$ cat config.mk
export PLATFORM = sky130hd
export DESIGN_NAME = mstw_ram
export DESIGN_NICKNAME = d
export VERILOG_FILES = /design/src/hw/rtl/mstw_ram.sv
export SDC_FILE = /design/constraint.sdc
export NUM_CORES = 1
export LEC_CHECK = 0
export BUFFER_PORTS_ARGS = -buffer_cell sky130_fd_sc_hd__buf_2
export CAP_MARGIN = 20
export CORE_MARGIN = 2
export CORE_UTILIZATION = 45
export CTS_CLUSTER_SIZE = 20
export DETAILED_ROUTE_END_ITERATION = 7
export PLACE_DENSITY_LB_ADDON = 0.08
export SYNTH_ARGS = -nofsm -noshare
export SYNTH_HDL_FRONTEND = slang
export SYNTH_SLANG_ARGS = --single-unit
$ cat constraint.sdc
create_clock -name clk_i -period 2 [get_ports clk_i]
set_input_delay 0.2 -clock clk_i [delete_from_list [all_inputs] [get_ports clk_i]]
set_output_delay 0.2 -clock clk_i [all_outputs]
set_load 0.1 [all_outputs]
$ cat src/hw/rtl/mstw_ram.sv
// mstw_ram: generic single-write, single-read synchronous RAM, registered read.
// No dependencies.
module mstw_ram #(
  parameter int Width = 8,
  parameter int Depth = 16,
  localparam int AddrW = (Depth > 1) ? $clog2(Depth) : 1
) (
  input  logic             clk_i,
  input  logic             we_i,
  input  logic [AddrW-1:0] waddr_i,
  input  logic [Width-1:0] wdata_i,
  input  logic [AddrW-1:0] raddr_i,
  output logic [Width-1:0] rdata_o
);

  logic [Width-1:0] mem [Depth];

  always_ff @(posedge clk_i) begin
    if (we_i) begin
      mem[waddr_i] <= wdata_i;
    end
    rdata_o <= mem[raddr_i];
  end

endmodule

==> results of run 1 <==
==> logic make-up (layout without fill, tap and decap cells) <==
family	Yosys count	in the layout	synth area share
flip-flops	136	136	0.778
AND/OR/NAND/NOR	35	35	0.0318
multiplexers	32	32	0.150
AO/OA/AOI/OAI	16	16	0.0233
buffers and inverters	10	78	0.0168
==> stage by stage <==
stage	cells	power [mW]
floorplan	229	3.56
global placement	408	3.70
detailed placement	408	3.71
CTS	440	7.07
global route	440	7.19
finish	440	7.00
==> worst min path at each step <==
stage                     startpoint                   end  depth (start not counted)
after floorplan           wdata_i[0]   mem[0][0]$_DFFE_PP_                          0
after global routing      wdata_i[2]   mem[8][2]$_DFFE_PP_                          1
after detailed placement  wdata_i[2]  mem[10][2]$_DFFE_PP_                          1
after CTS                 wdata_i[4]   mem[5][4]$_DFFE_PP_                          1
after global placement    wdata_i[4]   mem[6][4]$_DFFE_PP_                          1
final                     wdata_i[2]  mem[10][2]$_DFFE_PP_                          1
==> layer usage <==
layer	up-vias	routed length, um
met5	-	0
met4	0	147
met3	13	267
met2	48	4710
met1	1256	4660
li1	1081	-
==> final cells by class <==
cell class                 count  area share
tap                          143      0.0288
clock inverter                13      0.0325
multi-input combinational     83       0.170
sequential                   136       0.645
timing repair buffer          46      0.0516
clock buffer                  19      0.0714
==> registers in the layout, indices dropped and copies added, names as in the netlist <==
name and flops:
mem 128, rdata_o 8
==> cells in the final DEF (no fill, tap or decap), drive strengths merged <==
| cell type | instances |
|---|---|
| edfxtp | 128 |
| buf | 46 |
| mux4 | 32 |
| clkbuf | 19 |
| a22oi | 16 |
| nor2 | 13 |
| nand2 | 9 |
| dfxtp | 8 |
| bufinv | 5 |
| clkinv | 5 |
| nor3 | 4 |
| clkinvlp | 3 |
| nand3b | 2 |
| nand2b | 2 |
| nor2b | 1 |
| and2 | 1 |
| and2b | 1 |
| nand3 | 1 |
| or3b | 1 |
==> power by group through the flow <==
stage | registers [mW] | logic, mW | clock network, mW
2_1_floorplan | 3.40 | 0.162 | 0
6_report | 3.20 | 0.436 | 3.36
4_1_cts | 3.21 | 0.444 | 3.42
5_1_grt | 3.21 | 0.464 | 3.52
3_3_place_gp | 3.26 | 0.441 | 0
3_5_place_dp | 3.26 | 0.444 | 0
==> key figures, run 1 <==
STA
  • Min Hold Slack: 180 ps
  • Clock Skews: 6.06 ps
  • Fin Setup TNS: 0 ps
  • Final Hold Vio Count: 0
  • Final Critical Period: 1420 ps
  • Max transition margin: 0.662
  • Post-route setup slack: 582 ps
  • RSZ-0062 raised after global routing: false
  • Worst Tran Pin Value: 510 ps
  • Period utilization: 0.709
  • Pins Over Slew Limit: 0
  • Top achievable clock speed: 705 MHz
  • Setup violations, final: 0

Setup path
  • Critical Path, Cell by Cell: buf_2
  • Worst Path Required: 1800 ps
  • Crit. End Element: output port
  • Startpoint Class: flop
  • Worst setup path class: reg -> out
  • Critical path's slowest cell: buf_2
  • Worst Setup SP: rdata_o[4]$_DFF_P_
  • Worst EP arrival: 1220 ps
  • CP endpoint: rdata_o[4]
  • CP Max Fanout: 1
  • R2r startpoint: mem[2][1]$_DFFE_PP_
  • Worst path buffer plus inverter count: 1
  • Reg2Reg Setup Slack: 680 ps
  • Number of cells on the critical path: 1
  • Reg2Reg Depth: 3
  • Reg-to-Reg End: rdata_o[1]$_DFF_P_
  • Crit-path max cell delay: 440 ps
  • CP top delay family: buffers and inverters

Cells and area
  • N_diodes: 0
  • Final core utilization: 0.550
  • Area of the multi-input gates: 1060 sq um
  • Design Area, Final: 6200 sq um
  • Layout Nets: 302
  • Sequential Area: 4000 sq um
  • Area delta synth->final: 20.5%
  • Fillcell total: 870
  • Layout cells sized above 1: 0.323

Pwr
  • Leakage: 2.13 nW
  • Maximum VDD drop: 0.534 mV
  • Power Internal: 5.56 mW
  • Switching part of the total: 0.207
  • P_sw: 1.45 mW
  • PwrDens: 1130 nW/um^2
  • Register share of total power: 0.458
  • Clock share of power: 0.480
  • Comb power frac: 0.062

CTS
  • Post-CTS Setup Bufs: 0
  • CTS Root Cell: clkbuf_16
  • CTS tree: yes
  • # H-tree levels: 4
  • Clock sink count: 136
  • CTS clock-pin slew for the worst setup and hold paths: 60 ps
  • Post-CTS sizing: 0
  • Hold buffer count at cts: 0
  • Clock buffer depth: 2
  • Clk_lat worst skew: 410 ps
  • TritonCTS buffer count: 17

Routing
  • Vias/cell: 5.45
  • DR vias: 2398
  • Initial DRC Count: 195
  • Total Wirelength: 9.78 mm
  • WL per Instance: 22.2 um
  • DRT antenna net count: 0
  • Detailed-route DRC error count: 0
  • DRT Pass-1 Iters: 4

Global routing
  • GRT busiest layer: met2
  • Met1 Usage GRT: 0.232
  • Global-route wire length before repair: 15.3 mm
  • Met3 GRT Util: 0.0448
  • Largest net degree at the start of global routing: 33
  • Total track usage: 0.172
  • Antenna violations before repair: 0
  • Vias in the first global route: 2542
  • GR Overflow Total: 0
  • GR Layer Usage met2: 0.272

Logic synthesis
  • Post-synth ARST share: 0
  • Syn Std Cell Area: 5150 sq um
  • Main synth FF type: edfxtp_1
  • Post-Syn Nets: 247
  • Post-synth cell types: 19
  • Most frequent cells after synthesis: 128 x edfxtp_1, 18 x mux4_2, 16 x a22oi_1
  • Sequential area share after synthesis: 0.778
  • Synth Instances: 229
  • Share of the synthesized area in the top cell type: 0.747
  • Cell with the most instances after synthesis: edfxtp_1
  • Post-synthesis sequential element count: 136
  • Post-synth EDFFs: 128
  • Avg Cell Area, Syn: 22.5 sq um
  • Synth warn: 0
  • Cell taking the most area after synthesis: edfxtp_1
  • Synth area leaders: edfxtp_1 75%, mux4_2 7.9%, mux4_1 7.1%

Die
  • I/O pin count: 26
  • Initial Util: 0.457
  • Die height: 111 um
  • Die area: 12300 sq um
  • # rows: 39
  • Core Footprint: 11300 sq um
  • Width of the die: 111 um

Outcome
  • Status: complete, no violations

Place
  • GPL Wtd Cong: 0.685
  • DP HPWL: 6.08 mm
  • Placed Instance Area: 5560 sq um
  • Port-buffer cells: 25
  • Dpl ws: 365 ps

Run
  • Max_cap viols: 0

Min path
  • Hold WC Path Type: in -> reg
Note: power is estimated with default switching activity, not from simulation.
==> run 2: changes to the inputs <==
--- a/config.mk
+++ b/config.mk
@@ -5,6 +5,7 @@
 export SDC_FILE = /design/constraint.sdc
 export NUM_CORES = 1
 export LEC_CHECK = 0
+export ABC_AREA = 1
 export BUFFER_PORTS_ARGS = -buffer_cell sky130_fd_sc_hd__buf_2
 export CAP_MARGIN = 20
 export CORE_MARGIN = 2
==> constraint.sdc (replaced) <==
create_clock -name clk_i -period 1.3 [get_ports clk_i]
set_input_delay 0.13 -clock clk_i [delete_from_list [all_inputs] [get_ports clk_i]]
set_output_delay 0.13 -clock clk_i [all_outputs]
set_load 0.1 [all_outputs]
==> key figures, run 2 <==
Logic synthesis
  • Synth warn: 0
  • Synth area leaders: edfxtp_1 67%, nand2_1 11%, nand3_1 8.4%
  • Avg Cell Area, Syn: 10.5 sq um
  • Post-synth ARST share: 0
  • Post-Syn Nets: 569
  • Syn Std Cell Area: 5770 sq um
  • Cell with the most instances after synthesis: nand2_1
  • Post-synth EDFFs: 128
  • Share of the synthesized area in the top cell type: 0.667
  • Main synth FF type: edfxtp_1
  • Post-synthesis sequential element count: 136
  • Sequential area share after synthesis: 0.694
  • Post-synth cell types: 12
  • Synth Instances: 551
  • Most frequent cells after synthesis: 173 x nand2_1, 128 x edfxtp_1, 100 x inv_1
  • Cell taking the most area after synthesis: edfxtp_1

Pwr
  • Clock share of power: 0.467
  • Power Internal: 8.46 mW
  • Register share of total power: 0.455
  • Comb power frac: 0.078
  • Maximum VDD drop: 0.858 mV
  • P_sw: 2.38 mW
  • Leakage: 3.00 nW
  • PwrDens: 1580 nW/um^2
  • Switching part of the total: 0.220

Cells and area
  • Layout Nets: 619
  • Register bank with the most flops: mem
  • Layout cells sized above 1: 0.138
  • Top Registers: mem (128), rdata_o (8)
  • Area delta synth->final: 18.9%
  • Post-Layout Cell Count: 786
  • N_diodes: 0
  • Fillcell total: 1132
  • Max reg flops: 128
  • Commonest non-fill, non-tap cells in the layout: 173 x nand2_1, 128 x edfxtp_1, 100 x inv_1, 97 x nand3_1, 28 x buf_4
  • Most common cell after layout, fill and taps aside: nand2_1

Global routing
  • GR Overflow Total: 0
  • Total track usage: 0.214
  • Global-route wire length before repair: 20.7 mm
  • Largest net degree at the start of global routing: 40
  • Vias in the first global route: 3774
  • Antenna violations before repair: 0

STA
  • Min Hold Slack: 92.1 ps
  • RSZ-0062 raised after global routing: false
  • Clock Skews: 10.9 ps
  • Setup violations, final: 0
  • Fin Setup TNS: 0 ps
  • Pins Over Slew Limit: 0
  • Max transition margin: 0.680
  • Final Critical Period: 1260 ps
  • Period utilization: 0.970
  • Top achievable clock speed: 793 MHz
  • Worst Tran Pin Value: 483 ps
  • Final Hold Vio Count: 0

CTS
  • # H-tree levels: 4
  • CTS tree: yes
  • CTS clock-pin slew for the worst setup and hold paths: 60 ps
  • Clock buffer depth: 2
  • CTS Root Cell: clkbuf_16
  • Clk_lat worst skew: 420 ps
  • TritonCTS buffer count: 17
  • Clock sink count: 136

Setup path
  • Reg-to-Reg End: rdata_o[5]$_DFF_P_
  • R2r startpoint: mem[11][5]$_DFFE_PP_
  • Reg2Reg Depth: 6
  • Critical Path, Cell by Cell: buf_4
  • Critical path's slowest cell: dfxtp_1
  • CP top delay family: flip-flops
  • Reg2Reg Setup Slack: 250 ps
  • Crit-path max cell delay: 390 ps
  • Crit. End Element: output port
  • Worst setup path class: reg -> out
  • Worst EP arrival: 1130 ps
  • Worst Path Required: 1170 ps
  • CP Max Fanout: 1
  • Startpoint Class: flop
  • Worst path buffer plus inverter count: 1

Min path
  • Hold Startpoint: raddr_i[2]
  • Hold path endpoint: rdata_o[2]$_DFF_P_
  • Hold WC Path Type: in -> reg
  • WHS Path Cells: 4

Die
  • Die area: 13700 sq um
  • Die height: 117 um
  • I/O pin count: 26
  • Width of the die: 117 um
  • # rows: 41
  • Core Footprint: 12600 sq um
  • Initial Util: 0.459

Routing
  • Total Wirelength: 13.3 mm
  • DRT Pass-1 Iters: 5
  • Vias/cell: 4.83
  • DR vias: 3796
  • Detailed-route DRC error count: 0
  • WL per Instance: 16.9 um
  • Initial DRC Count: 320
  • DRT antenna net count: 0

Outcome
  • Status: complete, no violations

Run
  • Max_cap viols: 0

Place
  • Port-buffer cells: 25
  • Post-Place Cells: 754
  • DP HPWL: 8.37 mm
  • GPL Wtd Cong: 0.820
run 2: cell count changes in the layout (fill, tap and decap cells not counted), sizes merged, moves of 2 or more:
cell      previous run  this run
clkbuf              19        28
nand2b               2         0
nor3                 4         0
clkinvlp             3         1
inv                  0       102
nand3                1        97
nand2                9       173
nor2                13        17
buf                 46        50
a22oi               16         0
mux4                32         0
run 2: power groups by stage:
stage	clock network (mW)	logic (mW)	registers [mW]
6_report	5.06	0.848	4.94
4_1_cts	5.14	0.850	4.94
3_3_place_gp	0	0.833	5.02
3_5_place_dp	0	0.843	5.03
5_1_grt	5.32	0.924	4.94
2_1_floorplan	0	0.346	5.22
run 2: logic make-up after synthesis:
kind of cell | count (synthesis) | synth area share
DFF | 136 | 0.694
buffers and inverters | 126 | 0.0952
and+or+nand+nor | 289 | 0.210
run 2: repair_timing:
item,CTS,global route
resized for setup,2,5
endpoints found under the setup margin,2,5
setup buffers,0,0
hold buffers,0,0
run 2: area by class of cell:
| type | instances | area, sq um | share of cell area |
|---|---|---|---|
| clock buffers | 23 | 478 | 0.0697 |
| clock inverters | 9 | 146 | 0.0213 |
| inverters | 102 | 383 | 0.0558 |
| repair buffers | 55 | 418 | 0.0609 |
| flip-flops and latches | 136 | 4000 | 0.584 |
| well taps | 172 | 215 | 0.0314 |
| multi-input cells | 289 | 1210 | 0.177 |
run 2: metrics by stage:
step                      power (mW)  instance area [sq um]   util  worst slack [ps]
final                           10.8                   6860  0.546              39.6
after global routing            11.2                   6860  0.546              2.60
after CTS                       10.9                   6850  0.545              2.14
after detailed placement        5.87                   6220  0.495              38.7
after global placement          5.86                   6220  0.495              61.8
after floorplan                 5.57                   5770      -               219
run 2: per-layer routing:
| layer | GRT usage | wire length, um | up-vias |
|---|---|---|---|
| met2 | 0.311 | 5910 | 122 |
| li1 | - | - | 1873 |
| met5 | 0 | 0 | - |
| met3 | 0.0541 | 887 | 21 |
| met1 | 0.299 | 6090 | 1780 |
| met4 | 0.106 | 375 | 0 |
run 2: how the worst max path moves through the flow:
stage	to	slack [ps]	startpoint	depth (start not counted)
2_1_floorplan	mem[10][0]$_DFFE_PP_	220	waddr_i[2]	2
3_3_place_gp	rdata_o[5]$_DFF_P_	60	raddr_i[0]	8
3_5_place_dp	rdata_o[5]$_DFF_P_	40	raddr_i[0]	8
4_1_cts	rdata_o[5]	2	rdata_o[5]$_DFF_P_	1
5_1_grt	rdata_o[7]	3	rdata_o[7]$_DFF_P_	1
6_report	rdata_o[1]	40	rdata_o[1]$_DFF_P_	1
